[config.mk]
export PLATFORM = sky130hd
export DESIGN_NAME = utf8_to_cp866_transcoder_unit
export DESIGN_NICKNAME = d
export VERILOG_FILES = /design/src/rtl/u8cp_pkg.sv /design/src/rtl/u8cp_front.sv /design/src/rtl/u8cp_fifo.sv /design/src/rtl/u8cp_back.sv /design/src/rtl/utf8_to_cp866_transcoder_unit.sv
export VERILOG_INCLUDE_DIRS = /design/src /design/src/rtl
export SDC_FILE = /design/constraint.sdc
export NUM_CORES = 1
export LEC_CHECK = 0
export ABC_AREA = 1
export CAP_MARGIN = 25
export CORE_MARGIN = 2
export CORE_UTILIZATION = 30
export CTS_CLUSTER_SIZE = 40
export DETAILED_ROUTE_END_ITERATION = 8
export DONT_BUFFER_PORTS = 1
export GPL_TIMING_DRIVEN = 1
export HOLD_SLACK_MARGIN = 0.08
export SYNTH_ARGS = -nofsm -noshare
export SYNTH_HDL_FRONTEND = slang
export SYNTH_HIERARCHICAL = 1
export SYNTH_SLANG_ARGS = --single-unit
[constraint.sdc]
create_clock -name clk_i -period 10.6 [get_ports clk_i]
set_input_delay 0 -clock clk_i [delete_from_list [all_inputs] [get_ports clk_i]]
set_output_delay 0 -clock clk_i [all_outputs]
set_load 0.03 [all_outputs]
[src/rtl/utf8_to_cp866_transcoder_unit_defines.svh]
// Assertion macros for the UTF-8 to CP866 transcoder.
// Depends on nothing; the asserting file provides clk_i and rst_ni.
`ifndef UTF8_TO_CP866_TRANSCODER_UNIT_DEFINES_SVH
`define UTF8_TO_CP866_TRANSCODER_UNIT_DEFINES_SVH
`ifndef SYNTHESIS
// The consequent must hold in the same cycle as the antecedent.
`define U8CP_ASSERT_SAME(lbl, ante, cons) \
  lbl: assert property (@(posedge clk_i) disable iff (!rst_ni) (ante) |-> (cons)) \
    else $error("transcoder check failed");
// The consequent must hold in the cycle after the antecedent.
`define U8CP_ASSERT_NEXT(lbl, ante, cons) \
  lbl: assert property (@(posedge clk_i) disable iff (!rst_ni) (ante) |=> (cons)) \
    else $error("transcoder check failed");
`else
`define U8CP_ASSERT_SAME(lbl, ante, cons)
`define U8CP_ASSERT_NEXT(lbl, ante, cons)
`endif
`endif

[src/rtl/u8cp_pkg.sv]
// Shared types, constants and the code point to CP866 map function.
// Used by every module of the UTF-8 to CP866 transcoder; depends on nothing.
package u8cp_pkg;

  localparam int CpW       = 21;
  localparam int CountW    = 16;
  localparam int MaxW      = 16;
  localparam int FifoDepth = 2;
  localparam int PtrW      = $clog2(FifoDepth);
  localparam int FillW     = $clog2(FifoDepth + 1);

  localparam logic ResChar = 1'b0;
  localparam logic ResEnd  = 1'b1;

  localparam logic [7:0] Unmapped = 8'h3F;

  typedef enum logic [1:0] {
    EvNone = 2'b00,
    EvChar = 2'b01,
    EvEnd  = 2'b10
  } evt_kind_e;

  typedef enum logic [1:0] {
    PhA = 2'b01,
    PhB = 2'b10
  } phase_e;

  // One queue entry holds everything one input byte causes: an optional
  // character from a finished or cut-short sequence, then an optional
  // character or end marker coming from the byte itself.
  typedef struct packed {
    logic             a_valid;
    logic [CpW-1:0]   a_cp;
    evt_kind_e        b_kind;
    logic [7:0]       b_byte;
  } evt_entry_t;

  function automatic logic [7:0] map_code(input logic [CpW-1:0] v);
    logic [7:0] r;
    r = Unmapped;
    if (v < CpW'(21'h80)) begin
      r = v[7:0];
    end else if (v >= CpW'(21'h410) && v <= CpW'(21'h42F)) begin
      r = 8'h80 + {2'b00, v[5:0] - 6'h10};
    end else if (v >= CpW'(21'h430) && v <= CpW'(21'h43F)) begin
      r = 8'hA0 + {4'b0000, v[3:0]};
    end else if (v >= CpW'(21'h440) && v <= CpW'(21'h44F)) begin
      r = 8'hE0 + {4'b0000, v[3:0]};
    end else begin
      unique case (v)
        21'h000401: r = 8'hF0;
        21'h000451: r = 8'hF1;
        21'h002116: r = 8'hFC;
        21'h0000B0: r = 8'hF8;
        21'h0000B7: r = 8'hFA;
        21'h002591: r = 8'hB0;
        21'h002592: r = 8'hB1;
        21'h002593: r = 8'hB2;
        21'h002502: r = 8'hB3;
        21'h002524: r = 8'hB4;
        21'h002563: r = 8'hB9;
        21'h002551: r = 8'hBA;
        21'h002557: r = 8'hBB;
        21'h00255D: r = 8'hBC;
        21'h002510: r = 8'hBF;
        21'h002514: r = 8'hC0;
        21'h002534: r = 8'hC1;
        21'h00252C: r = 8'hC2;
        21'h00251C: r = 8'hC3;
        21'h002500: r = 8'hC4;
        21'h00253C: r = 8'hC5;
        21'h00255A: r = 8'hC8;
        21'h002554: r = 8'hC9;
        21'h002569: r = 8'hCA;
        21'h002566: r = 8'hCB;
        21'h002560: r = 8'hCC;
        21'h002550: r = 8'hCD;
        21'h00256C: r = 8'hCE;
        21'h002518: r = 8'hD9;
        21'h00250C: r = 8'hDA;
        21'h002588: r = 8'hDB;
        21'h002584: r = 8'hDC;
        21'h00258C: r = 8'hDD;
        21'h002590: r = 8'hDE;
        21'h002580: r = 8'hDF;
        21'h002022: r = 8'h07;
        21'h00263A: r = 8'h01;
        21'h002665: r = 8'h03;
        21'h002666: r = 8'h04;
        21'h00263C: r = 8'h0F;
        21'h0025BA: r = 8'h10;
        21'h0025C4: r = 8'h11;
        21'h002191: r = 8'h18;
        21'h002193: r = 8'h19;
        21'h002192: r = 8'h1A;
        21'h002190: r = 8'h1B;
        21'h0000AB: r = 8'h3C;
        21'h0000BB: r = 8'h3E;
        21'h002014: r = 8'hC4;
        21'h002013: r = 8'hC4;
        21'h00201C: r = 8'h22;
        21'h00201D: r = 8'h22;
        default:    r = Unmapped;
      endcase
    end
    return r;
  endfunction

endpackage

[src/rtl/u8cp_front.sv]
// Front end: accepts UTF-8 bytes, tracks the pending sequence and classifies
// each byte into queue entries. Depends on u8cp_pkg.
module u8cp_front (
  input  logic                  clk_i,
  input  logic                  rst_ni,
  input  logic                  in_valid_i,
  output logic                  in_ready_o,
  input  logic [7:0]            text_byte_i,
  input  logic                  full_i,
  output logic                  push_o,
  output u8cp_pkg::evt_entry_t  entry_o
);

  logic [u8cp_pkg::CpW-1:0] cp_q, cp_d;
  logic [1:0]               rem_q, rem_d;
  logic                     accept;
  logic                     pend;
  logic                     is_cont;
  logic [u8cp_pkg::CpW-1:0] cp_shift;
  logic [1:0]               rem_dec;

  assign in_ready_o = !full_i;
  assign accept     = in_valid_i && in_ready_o;
  assign pend       = (rem_q != 2'd0);
  assign is_cont    = (text_byte_i[7:6] == 2'b10);
  assign cp_shift   = {cp_q[u8cp_pkg::CpW-7:0], text_byte_i[5:0]};
  assign rem_dec    = rem_q - 2'd1;

  always_comb begin
    cp_d            = cp_q;
    rem_d           = rem_q;
    entry_o.a_valid = 1'b0;
    entry_o.a_cp    = cp_q;
    entry_o.b_kind  = u8cp_pkg::EvNone;
    entry_o.b_byte  = text_byte_i;
    if (pend && is_cont) begin
      // Continuation byte extends the pending sequence.
      rem_d = rem_dec;
      if (rem_dec == 2'd0) begin
        entry_o.a_valid = 1'b1;
        entry_o.a_cp    = cp_shift;
        cp_d            = '0;
      end else begin
        cp_d = cp_shift;
      end
    end else begin
      // A pending sequence cut short is flushed ahead of this byte.
      entry_o.a_valid = pend;
      cp_d            = '0;
      rem_d           = 2'd0;
      if (text_byte_i == 8'h00) begin
        entry_o.b_kind = u8cp_pkg::EvEnd;
      end else if (!text_byte_i[7]) begin
        entry_o.b_kind = u8cp_pkg::EvChar;
      end else if (text_byte_i[7:5] == 3'b110) begin
        cp_d  = {{(u8cp_pkg::CpW-5){1'b0}}, text_byte_i[4:0]};
        rem_d = 2'd1;
      end else if (text_byte_i[7:4] == 4'b1110) begin
        cp_d  = {{(u8cp_pkg::CpW-4){1'b0}}, text_byte_i[3:0]};
        rem_d = 2'd2;
      end else if (text_byte_i[7:3] == 5'b11110) begin
        cp_d  = {{(u8cp_pkg::CpW-3){1'b0}}, text_byte_i[2:0]};
        rem_d = 2'd3;
      end else begin
        // Stray continuation byte or 0xF8..0xFF stands for itself.
        entry_o.b_kind = u8cp_pkg::EvChar;
      end
    end
  end

  assign push_o = accept && (entry_o.a_valid || (entry_o.b_kind != u8cp_pkg::EvNone));

  always_ff @(posedge clk_i or negedge rst_ni) begin
    if (!rst_ni) begin
      cp_q  <= '0;
      rem_q <= 2'd0;
    end else if (accept) begin
      cp_q  <= cp_d;
      rem_q <= rem_d;
    end
  end

endmodule

[src/rtl/u8cp_fifo.sv]
// Small queue of classified entries between the front end and the back end.
// Depends on u8cp_pkg; the depth must be a power of two.
module u8cp_fifo (
  input  logic                  clk_i,
  input  logic                  rst_ni,
  input  logic                  push_i,
  input  u8cp_pkg::evt_entry_t  entry_i,
  output logic                  full_o,
  output logic                  head_valid_o,
  output u8cp_pkg::evt_entry_t  head_o,
  input  logic                  pop_i
);

  u8cp_pkg::evt_entry_t          mem_q [u8cp_pkg::FifoDepth];
  logic [u8cp_pkg::PtrW-1:0]     wr_ptr_q, rd_ptr_q;
  logic [u8cp_pkg::FillW-1:0]    fill_q;
  logic                          do_push, do_pop;

  assign full_o       = (fill_q == u8cp_pkg::FillW'(u8cp_pkg::FifoDepth));
  assign head_valid_o = (fill_q != '0);
  assign head_o       = mem_q[rd_ptr_q];
  assign do_push      = push_i && !full_o;
  assign do_pop       = pop_i && head_valid_o;

  always_ff @(posedge clk_i) begin
    if (do_push) begin
      mem_q[wr_ptr_q] <= entry_i;
    end
  end

  always_ff @(posedge clk_i or negedge rst_ni) begin
    if (!rst_ni) begin
      wr_ptr_q <= '0;
      rd_ptr_q <= '0;
      fill_q   <= '0;
    end else begin
      if (do_push) begin
        wr_ptr_q <= wr_ptr_q + u8cp_pkg::PtrW'(1);
      end
      if (do_pop) begin
        rd_ptr_q <= rd_ptr_q + u8cp_pkg::PtrW'(1);
      end
      if (do_push && !do_pop) begin
        fill_q <= fill_q + u8cp_pkg::FillW'(1);
      end else if (do_pop && !do_push) begin
        fill_q <= fill_q - u8cp_pkg::FillW'(1);
      end
    end
  end

endmodule

[src/rtl/u8cp_back.sv]
// Back end: counts characters against the limit, maps code points to CP866
// and drives the output register. Depends on u8cp_pkg.
module u8cp_back (
  input  logic                        clk_i,
  input  logic                        rst_ni,
  input  logic                        cfg_we_i,
  input  logic [u8cp_pkg::MaxW-1:0]   cfg_wdata_i,
  input  logic                        head_valid_i,
  input  u8cp_pkg::evt_entry_t        head_i,
  output logic                        pop_o,
  output logic                        out_valid_o,
  input  logic                        out_ready_i,
  output logic                        result_kind_o,
  output logic [7:0]                  cp866_byte_o,
  output logic [u8cp_pkg::CountW-1:0] char_count_o,
  output logic                        last_of_run_o
);

  logic [u8cp_pkg::MaxW-1:0]   max_q;
  logic [u8cp_pkg::CountW-1:0] cnt_q, cnt_d;
  u8cp_pkg::phase_e            phase_q, phase_d;

  logic                        out_valid_q;
  logic                        kind_q;
  logic [7:0]                  byte_q;
  logic [u8cp_pkg::CountW-1:0] res_cnt_q;
  logic                        last_q;

  logic                        step, do_a, load;
  logic                        kept_a, b_has_res;
  logic [u8cp_pkg::CountW-1:0] cnt_inc, cnt_after_a, res_cnt;
  logic [u8cp_pkg::CpW-1:0]    map_in;
  logic [7:0]                  mapped, res_byte;
  logic                        res_kind, res_last;

  function automatic logic under_limit(input logic [u8cp_pkg::CountW-1:0] c,
                                       input logic [u8cp_pkg::MaxW-1:0]   m);
    return (c < u8cp_pkg::CountW'(m)) && (c != '1);
  endfunction

  assign step        = head_valid_i && (!out_valid_q || out_ready_i);
  assign do_a        = (phase_q == u8cp_pkg::PhA) && head_i.a_valid;
  assign kept_a      = under_limit(cnt_q, max_q);
  assign cnt_inc     = cnt_q + u8cp_pkg::CountW'(1);
  assign cnt_after_a = kept_a ? cnt_inc : cnt_q;
  assign b_has_res   = (head_i.b_kind == u8cp_pkg::EvEnd) ||
                       ((head_i.b_kind == u8cp_pkg::EvChar) &&
                        under_limit(cnt_after_a, max_q));
  assign map_in      = do_a ? head_i.a_cp
                            : {{(u8cp_pkg::CpW-8){1'b0}}, head_i.b_byte};
  assign mapped      = u8cp_pkg::map_code(map_in);

  always_comb begin
    pop_o    = 1'b0;
    phase_d  = phase_q;
    cnt_d    = cnt_q;
    load     = 1'b0;
    res_kind = u8cp_pkg::ResChar;
    res_byte = mapped;
    res_cnt  = cnt_inc;
    res_last = 1'b1;
    if (step) begin
      if (do_a) begin
        load     = kept_a;
        cnt_d    = cnt_after_a;
        res_last = !b_has_res;
        if (head_i.b_kind == u8cp_pkg::EvNone) begin
          pop_o = 1'b1;
        end else begin
          phase_d = u8cp_pkg::PhB;
        end
      end else begin
        pop_o   = 1'b1;
        phase_d = u8cp_pkg::PhA;
        case (head_i.b_kind)
          u8cp_pkg::EvChar: begin
            load = kept_a;
            if (kept_a) begin
              cnt_d = cnt_inc;
            end
          end
          u8cp_pkg::EvEnd: begin
            load     = 1'b1;
            res_kind = u8cp_pkg::ResEnd;
            res_byte = 8'h00;
            res_cnt  = cnt_q;
            cnt_d    = '0;
          end
          default: begin
            load = 1'b0;
          end
        endcase
      end
    end
  end

  always_ff @(posedge clk_i or negedge rst_ni) begin
    if (!rst_ni) begin
      max_q       <= '1;
      cnt_q       <= '0;
      phase_q     <= u8cp_pkg::PhA;
      out_valid_q <= 1'b0;
    end else begin
      if (cfg_we_i) begin
        max_q <= cfg_wdata_i;
      end
      cnt_q   <= cnt_d;
      phase_q <= phase_d;
      if (load) begin
        out_valid_q <= 1'b1;
      end else if (out_ready_i) begin
        out_valid_q <= 1'b0;
      end
    end
  end

  always_ff @(posedge clk_i) begin
    if (load) begin
      kind_q    <= res_kind;
      byte_q    <= res_byte;
      res_cnt_q <= res_cnt;
      last_q    <= res_last;
    end
  end

  assign out_valid_o   = out_valid_q;
  assign result_kind_o = kind_q;
  assign cp866_byte_o  = byte_q;
  assign char_count_o  = res_cnt_q;
  assign last_of_run_o = last_q;

endmodule

[src/rtl/utf8_to_cp866_transcoder_unit.sv]
// UTF-8 to CP866 transcoder, top level: one UTF-8 byte in per transaction,
// CP866 characters and end-of-string results out; one transaction per cycle
// on both sides while the output is ready and no byte cuts a sequence short.
// A byte that cuts a pending sequence short and also stands for a character
// or ends the string yields up to two results, which the back end handles in
// turn; the two-entry queue then fills, so each such byte stalls the input
// even with the output always ready. The first result of a byte passes
// through the queue and the output register. The front end keeps the partial
// code point and the count of continuation bytes still expected, and files at
// most one queue entry per byte. The back end owns the character counter and
// the max_chars limit: characters past the limit are decoded but dropped, and
// the end-of-string result (from a zero byte) always goes out with the total
// count and clears the counter. Bytes that only extend a sequence, or whose
// character is dropped, give no result; last_of_run_o marks the final result
// of each byte. The user must write max_chars through cfg_we_i / cfg_wdata_i
// only while the block is idle; the block itself does not enforce this.
// Depends on u8cp_pkg, u8cp_front, u8cp_fifo, u8cp_back and the defines header.
`include "utf8_to_cp866_transcoder_unit_defines.svh"

module utf8_to_cp866_transcoder_unit (
  input  logic                        clk_i,
  input  logic                        rst_ni,
  input  logic                        cfg_we_i,
  input  logic [u8cp_pkg::MaxW-1:0]   cfg_wdata_i,
  input  logic                        in_valid_i,
  output logic                        in_ready_o,
  input  logic [7:0]                  text_byte_i,
  output logic                        out_valid_o,
  input  logic                        out_ready_i,
  output logic                        result_kind_o,
  output logic [7:0]                  cp866_byte_o,
  output logic [u8cp_pkg::CountW-1:0] char_count_o,
  output logic                        last_of_run_o
);

  logic                 push;
  u8cp_pkg::evt_entry_t entry;
  logic                 full;
  logic                 head_valid;
  u8cp_pkg::evt_entry_t head;
  logic                 pop;

  // Front end: sequence tracking and classification.
  u8cp_front u_front (
    .clk_i       (clk_i),
    .rst_ni      (rst_ni),
    .in_valid_i  (in_valid_i),
    .in_ready_o  (in_ready_o),
    .text_byte_i (text_byte_i),
    .full_i      (full),
    .push_o      (push),
    .entry_o     (entry)
  );

  // Queue that decouples the two ends.
  u8cp_fifo u_fifo (
    .clk_i        (clk_i),
    .rst_ni       (rst_ni),
    .push_i       (push),
    .entry_i      (entry),
    .full_o       (full),
    .head_valid_o (head_valid),
    .head_o       (head),
    .pop_i        (pop)
  );

  // Back end: limit, mapping and output register.
  u8cp_back u_back (
    .clk_i         (clk_i),
    .rst_ni        (rst_ni),
    .cfg_we_i      (cfg_we_i),
    .cfg_wdata_i   (cfg_wdata_i),
    .head_valid_i  (head_valid),
    .head_i        (head),
    .pop_o         (pop),
    .out_valid_o   (out_valid_o),
    .out_ready_i   (out_ready_i),
    .result_kind_o (result_kind_o),
    .cp866_byte_o  (cp866_byte_o),
    .char_count_o  (char_count_o),
    .last_of_run_o (last_of_run_o)
  );

  // An end-of-string result carries a zero byte and closes its byte's run.
  `U8CP_ASSERT_SAME(a_end_shape, out_valid_o && (result_kind_o == u8cp_pkg::ResEnd), (cp866_byte_o == 8'h00) && last_of_run_o)
  // A character result always counts at least itself.
  `U8CP_ASSERT_SAME(a_char_count, out_valid_o && (result_kind_o == u8cp_pkg::ResChar), char_count_o != '0)
  // Back pressure on the input only comes from a queue with work in it.
  `U8CP_ASSERT_SAME(a_stall_has_work, !in_ready_o, head_valid)
  // A pop without a push leaves the queue with room.
  `U8CP_ASSERT_NEXT(a_pop_frees, pop && !push, in_ready_o)

endmodule
==> results of run 1 <==
## cell type report
type	count	area, um^2
clock buffers	18	439.2
flip-flops and latches	152	4275
fillers	3335	21360
multi-input cells	879	4721
inverters	158	600.6
well taps	442	553.0
repair buffers	36	364.1
clock inverters	14	141.4
## worst reg2reg max path: stages, from the launching register on
cell and delay [ns]:
dfrtp_1 0.36, buf_4 0.25, inv_8 0.40, nand2_4 0.07, nand2_2 0.07, nand3_1 0.52, o21ai_2 0.48, ha_1 0.24
inv_1 0.07, nor2_2 0.31, nand3_1 0.15, nor3_1 0.24, o21ai_2 0.14, nand3_2 0.17, inv_2 0.07, o21ai_0 0.16
nor2_1 0.07
## state kept, by name, indices dropped and copies added (netlist names)
signal and cells:
u_back/last_of_run_o 1, u_back/out_valid_o 1, u_back/char_count_o 16, u_fifo/rd_ptr_q 1, u_back/result_kind_o 1, u_front/cp_q 21
u_fifo/wr_ptr_q 1, u_back/phase_q 2, u_back/max_q 16, u_back/cp866_byte_o 8, u_fifo/fill_q 2, u_front/rem_q 2
u_back/cnt_q 16, u_fifo/mem_q 64
## cells by family after synthesis
family	after synthesis	synth area share (%)
flip-flops	152	43.32
buffers and inverters	197	9.015
AND/OR/NAND/NOR	661	32.26
adder cells (fa/ha/maj)	39	4.945
multiplexers	1	0.1141
AO/OA/AOI/OAI	167	9.370
XOR/XNOR	11	0.9763
## through the flow
step / utilization [%] / power (mW) / hold slack [ns] / setup WS (ns)
global placement: 31.41 / 2.667 / -0.2942 / 6.540
floorplan: - / 2.305 / -0.2956 / 6.257
CTS: 34.19 / 3.298 / 0.08933 / 6.547
detailed placement: 31.45 / 2.678 / -0.2941 / 6.547
finish: 34.19 / 3.293 / 0.09285 / 6.597
global route: 34.19 / 3.549 / 0.1283 / 6.242
## per-layer routing
layer / part of all wire, % / vias to the layer above / global-route usage [%]
met3: 4.2 / 49 / 2.379
met1: 47 / 3775 / 20.62
li1: - / 4049 / -
met4: 2.6 / 0 / 5.556
met2: 46 / 233 / 24.93
met5: 0 / - / 0
## worst max-delay path by stage
stage                           startpoint                      to  slack [ns]  cells after the start
after global routing       u_fifo/rd_ptr_q  u_back/cp866_byte_o[0]        6.24                     16
after detailed placement   u_fifo/rd_ptr_q  u_back/cp866_byte_o[0]        6.55                     16
after floorplan           u_back/max_q[15]  u_back/char_count_o[0]        6.26                     13
final                      u_fifo/rd_ptr_q  u_back/cp866_byte_o[0]        6.60                     16
after CTS                  u_fifo/rd_ptr_q  u_back/cp866_byte_o[0]        6.55                     16
after global placement     u_fifo/rd_ptr_q  u_back/cp866_byte_o[3]        6.54                     16
## power by group through the flow
stage / Clock (mW) / Combinational, mW / Sequential, mW
floorplan: 0 / 1.24 / 1.07
global placement: 0 / 1.57 / 1.10
detailed placement: 0 / 1.58 / 1.10
CTS: 0.606 / 1.60 / 1.09
global route: 0.626 / 1.82 / 1.11
finish: 0.595 / 1.61 / 1.09
## placed cells by master (no fill, tap or decap), types with 9 or more instances in the layout
cell,instances
o21ai_0,88
o22ai_1,26
inv_2,9
o21ai_1,9
xor2_1,10
nand2_1,319
nor3_1,22
dlygate4sd3_1,28
edfxtp_1,90
nor2_1,103
a21oi_1,25
nor2_2,16
dfstp_2,17
nand3_1,82
nand2_2,52
nand2_4,33
dfrtp_1,45
clkbuf_16,17
nand4_1,15
inv_1,147
ha_1,39
## Yosys cell counts (4+ instances only)
cell type / n / area, um^2
nand2_4: 33 / 371.6
o22ai_1: 26 / 162.7
xor2_1: 10 / 87.58
o21ai_2: 5 / 43.79
clkbuf_1: 11 / 41.29
o21ai_1: 9 / 45.04
o21ai_0: 88 / 440.4
nor2_2: 14 / 87.58
ha_1: 39 / 488.0
nand3_1: 82 / 410.4
nand2_2: 52 / 325.3
a211oi_1: 4 / 30.03
nand2_1: 319 / 1197
inv_2: 9 / 33.78
edfxtp_1: 90 / 2703
dfrtp_1: 45 / 1126
buf_4: 13 / 97.59
nor3_1: 22 / 110.1
buf_2: 6 / 30.03
nand4_1: 15 / 93.84
dfstp_2: 17 / 446.7
a21oi_1: 25 / 125.1
inv_1: 147 / 551.8
buf_6: 5 / 56.30
nor2_1: 105 / 394.1
nand3_2: 7 / 70.07
## timing repair
item                                    CTS  global route
hold buffers                             29             0
gates resized for setup                   0             0
endpoints found under the setup margin    0             0
hold endpoints to repair                134             0
==> key figures, run 1 <==
STA
  • Final setup fails: 0
  • Pin slew with the least headroom to its limit: 0.9295 ns
  • Final Cycle Share: 37.76%
  • Slew HR: 37.96%
  • Peak Freq: 249.8 MHz
  • Final Hold Viols: 0
  • Max Slew Vio Count: 0
  • RSZ-0062 raised after global routing: false
  • Tmin final: 4.003 ns
  • Clock skew: 0.01190 ns
  • Post-route setup TNS: 0 ns

Layout
  • N_diodes: 0
  • Layout cells sized above 1: 14.88%
  • Final net count: 1312
  • Cell Count, Final, Fillers Out: 1699
  • Syn-to-layout area delta: 12.43%
  • Post-route cell area: 0.01109 mm^2

Worst setup path
  • Reg2reg end: u_back/cp866_byte_o[0]
  • Buf+Inv Stages, Crit Path: 4
  • Worst path slowest cell: nand3_1
  • Critical path peak fanout: 34
  • Cell family with most CP delay: simple AND/OR/NAND/NOR gates
  • Crit path DAT: 4.19 ns
  • Crit-path cells: buf_4, inv_8, nand2_4, nand2_2, nand3_1, o21ai_2, ha_1, inv_1, nor2_2, nand3_1, nor3_1, o21ai_2, nand3_2, inv_2, o21ai_0, nor2_1
  • Slowest stage delay, CP: 0.52 ns
  • R2R depth: 16
  • Crit start category: flip-flop
  • Reg-to-reg slack, setup: 6.60 ns
  • CP Capture Type: flip-flop
  • FF-to-FF Start: u_fifo/rd_ptr_q
  • CP Class: flip-flop to flip-flop
  • CP required: 10.78 ns

GRT
  • Grt ovf: 0
  • Gr usage total: 15.34%
  • First-pass GRT wire length: 41130 um
  • Largest net degree at the start of global routing: 63
  • Vias in the first global route: 7837
  • Initial antenna violation count: 0

Route
  • DRC: 0
  • Via count: 8106
  • First-pass DRT Iterations: 8
  • ANT nets after route: 0
  • DR vias/cell: 4.771
  • Routed wire length: 25880 um
  • Detailed Route Iter0 Violations: 647
  • Wire per inst: 15.23 um

Clock network
  • Clk slew on worst S/H paths: 0.07 ns
  • Clock Tree Buf Depth: 2
  • H-tree depth: 4
  • CTS Sinks: 152
  • CTS tree: done
  • Num CTS Buffers: 17
  • Post CTS Setup Buffer Count: 0
  • Root buf cell: clkbuf_16
  • Worst-skew pair later-pin latency: 0.43 ns

Worst hold path
  • Hold crit path type: input pin to async pin

Die
  • Chip Width: 185.4 um
  • Row cnt: 66
  • Ports: 57
  • Initial Util: 30.41%
  • Die Y: 185.4 um
  • Die area: 0.03436 mm^2
  • Core area: 0.03245 mm^2

Synthesis
  • Yosys Warn Count: 6
  • Post-Syn Area: 0.009868 mm^2
  • Mean post-synth cell area: 8.036 um^2
  • Post-synth ARST share: 40.79%
  • Cells after Synth: 1228
  • Synth Net Count: 1296
  • Synth Register Bits: 152
  • Post-synth EDFFs: 90
  • Cell variety after synth: 47
  • Sequential area share after synthesis: 43.32%
  • Top_reg_cell synth: edfxtp_1

Placement
  • Routability cong.: 0.9595
  • Detailed Place HPWL: 19460 um
  • Placed cells: 1638
  • Dpl cell area: 0.01021 mm^2
  • Port bufs: 0

Pwr
  • Comb pwr share: 48.9%
  • Pleak: 4.858 nW
  • Net Sw Frac: 49.38%
  • Int Pwr: 1.667 mW
  • Seq pwr share: 33.0%
  • Clk pwr share: 18.1%
  • Psw: 1.626 mW
  • Max VDD drop: 0.0001526 V
  • Power per cell area: 296.8 mW/mm^2

Status
  • Outcome: completed

Run
  • Max Cap Viol: 0
No activity file was read; power rests on OpenSTA's default activity.
==> run 2, diff against run 1 <==
==> constraint.sdc (replaced) <==
create_clock -name clk_i -period 3.7 [get_ports clk_i]
set_input_delay 0 -clock clk_i [delete_from_list [all_inputs] [get_ports clk_i]]
set_output_delay 0 -clock clk_i [all_outputs]
set_load 0.03 [all_outputs]
==> key figures, run 2 (synthesized netlist as in run 1, its figures left out) <==
STA
  • Final Hold Viols: 0
  • Slew HR: 38.54%
  • Max Slew Vio Count: 0
  • RSZ-0062 raised after global routing: false
  • Clock skew: 0.01020 ns
  • Tmin final: 3.355 ns
  • Final Cycle Share: 90.69%
  • Peak Freq: 298.0 MHz
  • Pin slew with the least headroom to its limit: 0.9188 ns
  • Final setup fails: 0
  • Post-route setup TNS: 0 ns

Route
  • Via count: 8191
  • First-pass DRT Iterations: 7
  • Wire per inst: 15.02 um
  • ANT nets after route: 0
  • DRC: 0
  • DR vias/cell: 4.779
  • Routed wire length: 25750 um
  • Detailed Route Iter0 Violations: 619

Die
  • Ports: 57
  • Row cnt: 66
  • Chip Width: 185.4 um
  • Die area: 0.03436 mm^2
  • Initial Util: 30.41%
  • Die Y: 185.4 um
  • Core area: 0.03245 mm^2

Layout
  • N_diodes: 0
  • Largest regs: u_fifo/mem_q (64), u_front/cp_q (21)
  • Biggest register: u_fifo/mem_q
  • Syn-to-layout area delta: 13.95%
  • Commonest cells after routing, fill and taps aside: nand2_1, inv_1, nor2_1
  • Largest register FFs: 64
  • Cell Count, Final, Fillers Out: 1714
  • Layout cells sized above 1: 16.12%
  • Final net count: 1327
  • Fillers: 3307
  • Commonest non-fill, non-tap cell in the layout: nand2_1

Clock network
  • CTS Sinks: 152
  • Root buf cell: clkbuf_16
  • CTS tree: done
  • Worst-skew pair later-pin latency: 0.43 ns
  • H-tree depth: 4
  • Post CTS Setup Buffer Count: 0
  • Clock Tree Buf Depth: 2
  • Num CTS Buffers: 17
  • Clk slew on worst S/H paths: 0.07 ns

Worst setup path
  • CP Capture Type: flip-flop
  • FF-to-FF Start: u_back/max_q[11]
  • R2R depth: 20
  • Reg2reg end: u_back/last_of_run_o
  • CP Class: flip-flop to flip-flop
  • Crit start category: flip-flop
  • CP required: 3.88 ns
  • Crit path DAT: 3.54 ns
  • Reg-to-reg slack, setup: 0.34 ns
  • Critical path peak fanout: 13

Run
  • Max Cap Viol: 0

Pwr
  • Psw: 4.710 mW
  • Total power: 9.577 mW
  • Seq pwr share: 32.7%
  • Clk pwr share: 18.1%
  • Comb pwr share: 49.1%
  • Max VDD drop: 0.0004476 V
  • Net Sw Frac: 49.18%
  • Pleak: 4.955 nW
  • Power per cell area: 851.7 mW/mm^2
  • Int Pwr: 4.867 mW

GRT
  • Grt ovf: 0
  • Largest net degree at the start of global routing: 63
  • First-pass GRT wire length: 42040 um
  • Initial antenna violation count: 1
  • Vias in the first global route: 7856
  • Gr usage total: 15.60%

Status
  • Outcome: completed

Worst hold path
  • Hold crit path type: input pin to async pin

Placement
  • Detailed Place HPWL: 19330 um
  • Routability cong.: 0.9549
  • Placed cells: 1652
  • Port bufs: 0
-- run 2: power by group through the flow --
stage	Clock, mW	Combinational (mW)	Sequential [mW]
after floorplan	0	3.55	3.05
after global placement	0	4.56	3.16
after detailed placement	0	4.61	3.17
after CTS	1.78	4.68	3.14
after global routing	1.85	5.32	3.19
final	1.74	4.71	3.13
-- run 2: critical path: stages, from the launching register on --
cell and delay (ns):
dfstp_2 0.51, inv_1 0.06, ha_1 0.31, nand2_1 0.06
inv_1 0.05, nand2_1 0.07, nand2_1 0.05, nand2_1 0.06
nand2_1 0.10, nor2_4 0.23, nand2_4 0.14, o21ai_0 0.45
ha_1 0.34, a21oi_1 0.15, o21ai_0 0.11, nand3_1 0.08
nand4_1 0.07, nor2_1 0.11, nand2_1 0.06, nand2_1 0.05
nand2_1 0.04
-- run 2: how the worst max path moves through the flow --
stage,from,end,slack [ns],cells past startpoint
3_5_place_dp,u_back/max_q[9],u_back/last_of_run_o,0.19,22
5_1_grt,u_back/max_q[11],u_back/last_of_run_o,0.02,20
6_report,u_back/max_q[11],u_back/last_of_run_o,0.34,20
3_3_place_gp,u_back/max_q[9],u_back/last_of_run_o,0.26,20
4_1_cts,u_back/max_q[9],u_back/last_of_run_o,0.17,22
2_1_floorplan,u_back/max_q[15],u_back/char_count_o[0],0.27,13
-- run 2: what timing repair did --
item                       4_1_cts  5_1_grt
setup endpoints to repair        0        1
hold buffers                    29        0
hold endpoints to repair       140        0
gates resized for setup          0        6
-- run 2: final cells by class --
type | instances | area, um^2 | share of cell area [%]
Multi-Input combinational cell | 880 | 4740 | 42.15
Sequential cell | 152 | 4275 | 38.02
Inverter | 158 | 600.6 | 5.341
Tap cell | 442 | 553.0 | 4.918
Timing Repair Buffer | 50 | 478.0 | 4.251
Clock buffer | 19 | 475.5 | 4.228
Clock inverter | 13 | 122.6 | 1.090
-- run 2: per-layer routing --
metal	global-route usage (%)	vias to the layer above	routed length [um]
met5	0	-	16
met4	5.587	2	590
met3	2.536	45	1169
met2	24.61	241	11780
met1	21.51	3805	12190
li1	-	4098	-
-- run 2: metrics by stage --
stage	util [%]	hold WS, ns	setup slack (ns)	instance area [um^2]
CTS	34.59	0.08263	0.1749	11230
detailed placement	31.80	-0.2943	0.1890	10320
finish	34.65	0.09764	0.3445	11240
floorplan	-	-0.2956	0.2745	9873
global route	34.65	0.1123	0.01687	11240
global placement	31.80	-0.2936	0.2631	10320
